[src/pending_ack_tracker_macros.svh]
// Assertion helpers shared by the tracker's RTL.
`ifndef PENDING_ACK_TRACKER_MACROS_SVH
`define PENDING_ACK_TRACKER_MACROS_SVH

// Same-cycle implication, disabled during reset.
`define PAT_ASSERT_NOW(label, clk, rst, ante, cons) \
   label: assert property (@(posedge clk) disable iff (rst) (ante) |-> (cons)) \
      else $error("pending_ack_tracker assertion failed");

// Next-cycle implication, disabled during reset.
`define PAT_ASSERT_NEXT(label, clk, rst, ante, cons) \
   label: assert property (@(posedge clk) disable iff (rst) (ante) |=> (cons)) \
      else $error("pending_ack_tracker assertion failed");

`endif

[src/pat_ram.sv]
module pat_ram #(
   parameter int WIDTH = 8,
   parameter int DEPTH = 16
) (
   input  logic                     clock,
   input  logic                     wr_en,
   input  logic [$clog2(DEPTH)-1:0] wr_addr,
   input  logic [WIDTH-1:0]         wr_data,
   input  logic [$clog2(DEPTH)-1:0] rd_addr,
   output logic [WIDTH-1:0]         rd_data
);

   logic [WIDTH-1:0] mem [DEPTH];

   always_ff @(posedge clock) begin
      if (wr_en) begin
         mem[wr_addr] <= wr_data;
      end
      rd_data <= mem[rd_addr];
   end

endmodule

[config.mk]
export PLATFORM = sky130hd
export DESIGN_NAME = pat_ram
export DESIGN_NICKNAME = d
export VERILOG_FILES = /design/src/pending_ack_tracker_macros.svh /design/src/pat_ram.sv
export SDC_FILE = /design/constraint.sdc
export NUM_CORES = 1
export LEC_CHECK = 0
export BUFFER_PORTS_ARGS = -buffer_cell sky130_fd_sc_hd__buf_4
export CELL_PAD_IN_SITES_DETAIL_PLACEMENT = 1
export CELL_PAD_IN_SITES_GLOBAL_PLACEMENT = 1
export CORE_ASPECT_RATIO = 0.75
export CORE_MARGIN = 5
export CORE_UTILIZATION = 57
export DETAILED_ROUTE_END_ITERATION = 8
export GPL_ROUTABILITY_DRIVEN = 0
export GPL_TIMING_DRIVEN = 1
export PLACE_DENSITY_LB_ADDON = 0.05
export SYNTH_ARGS = -nofsm -noshare
export SYNTH_HDL_FRONTEND = slang
export SYNTH_SLANG_ARGS = --single-unit
[constraint.sdc]
create_clock -name clock -period 3.85 [get_ports clock]
set_clock_uncertainty 0.05 [all_clocks]
set_input_delay 0.1925 -clock clock [delete_from_list [all_inputs] [get_ports clock]]
set_output_delay 0.1925 -clock clock [all_outputs]
set_load 0.05 [all_outputs]
==> flow_summary.json <==
{
  "drt-total-wl_microns": 10400,
  "cts_buffer_depth": 2,
  "synth-seq-cells": 136,
  "cts_root_buf": "clkbuf_16",
  "max_cap_viol_count": 0,
  "worstMarginPinSlew_ns": 1.36,
  "cts_max_level": 4,
  "grt_pass1_vias": 2640,
  "start_util": 0.576,
  "power_density_nw_per_um2": 574,
  "grt_max_degree": 33,
  "grt_use_total": 0.208,
  "ant_nets": 0,
  "startpoint_type": "input port",
  "syn_area_sq_um": 5150,
  "clkTransAtPathRegs_ns": 0.06,
  "drive_gt1_frac": 0.265,
  "cts_made_buffers": 17,
  "nNetsFinal": 284,
  "finalSetupTns_ns": 0,
  "dr.pass1.iters": 4,
  "synth_top_family_by_area": "multiplexers",
  "synth_top_area_share": 0.747,
  "rows": 30,
  "dp.cells": 359,
  "drc_errors": 0,
  "clock-sinks": 136,
  "clk_latency_ns": 0.41,
  "synth_top_cell_by_area": "edfxtp_1",
  "cp-end-kind": "register",
  "finalCritPeriodShare": 0.497,
  "grt_pass1_wl_microns": 16200,
  "antenna_found_initial": 0,
  "most-common-layout-cells": "edfxtp_1, buf_4, mux4_2",
  "critPathRequiredTime_ns": 3.81,
  "setup_ws_ns": 1.94,
  "io_buffer_count": 25,
  "max-vdd-ir-drop_v": 0.000442,
  "cts_tree": "built",
  "run_status": "finished, final reports clean",
  "setup_viol": 0,
  "grt_overflow": 0,
  "die_height_microns": 92.3,
  "syn_inst": 229,
  "ys_seq_area_frac": 0.778,
  "fmax_ghz": 0.523,
  "min_period_ns": 1.91,
  "rsz0062_at_grt": "false",
  "synth-simple-area-share": 0.0318,
  "syn_area_per_cell_sq_um": 22.5,
  "synth_nets": 247,
  "power_w": 0.00344,
  "n_antenna_cell": 0,
  "worstPathMaxFanout": 8,
  "synthTopCellsByArea": "edfxtp_1, mux4_2, mux4_1, dfxtp_1, a22oi_1",
  "cts_setup_buffers": 0,
  "synth_cell_types": 19,
  "synth_xor_area_frac": 0,
  "ioPinCount": 26,
  "synth.mux.area_fraction": 0.150,
  "arrival_ns": 1.87,
  "cts_resized": 0,
  "final_common_cell": "edfxtp_1",
  "pre_cts_slack_ns": 1.51,
  "hold_violations": 0,
  "hold-worst-slack_ns": 0.0419,
  "vias": 2384,
  "final_cells": 391,
  "place.detailed.hpwl_microns": 6520,
  "synthToLayoutAreaGrowth_pct": 16.5,
  "maxSlewHeadroom": 0.0851,
  "viasPerCell": 6.10,
  "fp.coreArea_sq_um": 8930,
  "maxSlewViolCount": 0,
  "synth_compound_area_frac": 0.0233,
  "die_area_sq_um": 11100,
  "synthAdderAreaFrac": 0,
  "yosys_warnings": 0,
  "postCtsHoldBufs": 0,
  "min_path_type": "input port to register",
  "route.detailed.wl_per_inst_microns": 26.7,
  "drt_iter0_markers": 228,
  "worstSetupPathType": "input port to register",
  "power_leakage_nw": 2.01,
  "die_w_microns": 120
}
-- final cells by class --
| cell class | instances | area [sq um] |
|---|---|---|
| fillers | 721 | 2940 |
| clock inverters | 15 | 159 |
| flip-flops and latches | 136 | 4000 |
| clock buffers | 17 | 425 |
| multi-input cells | 83 | 1060 |
| repair buffers | 28 | 210 |
| well taps | 112 | 140 |
-- flip-flops by register name (all words and copies together) (netlist names) --
signal   flops
mem        128
rd_data      8
-- power breakdown --
group | switching (W) | internal (W)
sequential | 0.0000107 | 0.00166
clock | 0.000580 | 0.00101
combinational | 0.000120 | 0.0000703
-- per-stage QoR --
step,area [sq um],util
after global placement,5410,0.606
after detailed placement,5410,0.606
after global routing,6000,0.671
after CTS,6000,0.671
final,6000,0.671
after floorplan,5150,-
-- cells by family (layout without fill, tap and decap cells) --
logic type,after synthesis,count (layout)
mux,32,32
flops,136,136
compound gates,16,16
simple gates,35,35
buf+inv,10,60
-- cell usage after synthesis (all sizes together) --
master / instances
mux4: 32
and2: 1
edfxtp: 128
or3b: 1
nand2b: 2
dfxtp: 8
nand2: 9
nand3b: 2
a22oi: 16
and2b: 1
nand3: 1
clkdlybuf4s25: 3
nor2: 13
nor3: 4
nor2b: 1
buf: 7
-- path summary, 6_finish.rpt --
path                                to  slack [ns]            startpoint  depth (start not counted)
setup reg to reg    rd_data[6]$_DFF_P_        2.43   mem[8][6]$_DFFE_PP_                          3
setup / recovery   mem[0][3]$_DFFE_PP_        1.94            wr_addr[2]                          3
hold / removal    mem[15][0]$_DFFE_PP_        0.04            wr_data[0]                          1
hold reg to reg     rd_data[7]$_DFF_P_        0.63  mem[14][7]$_DFFE_PP_                          3
-- routing by layer --
metal	share of wire	GRT usage	wire length, microns	up-vias
li1	-	-	-	1048
met1	0.45	0.288	4660	1255
met2	0.50	0.326	5170	74
met3	0.051	0.0629	536	7
met4	0.0071	0.0629	74	0
met5	0	0	0	-
-- critical path, stage by stage --
cell and delay, ns:
buf_4 0.12, or3b_2 0.51, nor3_1 1.05
Note: power is estimated with default switching activity, not from simulation.
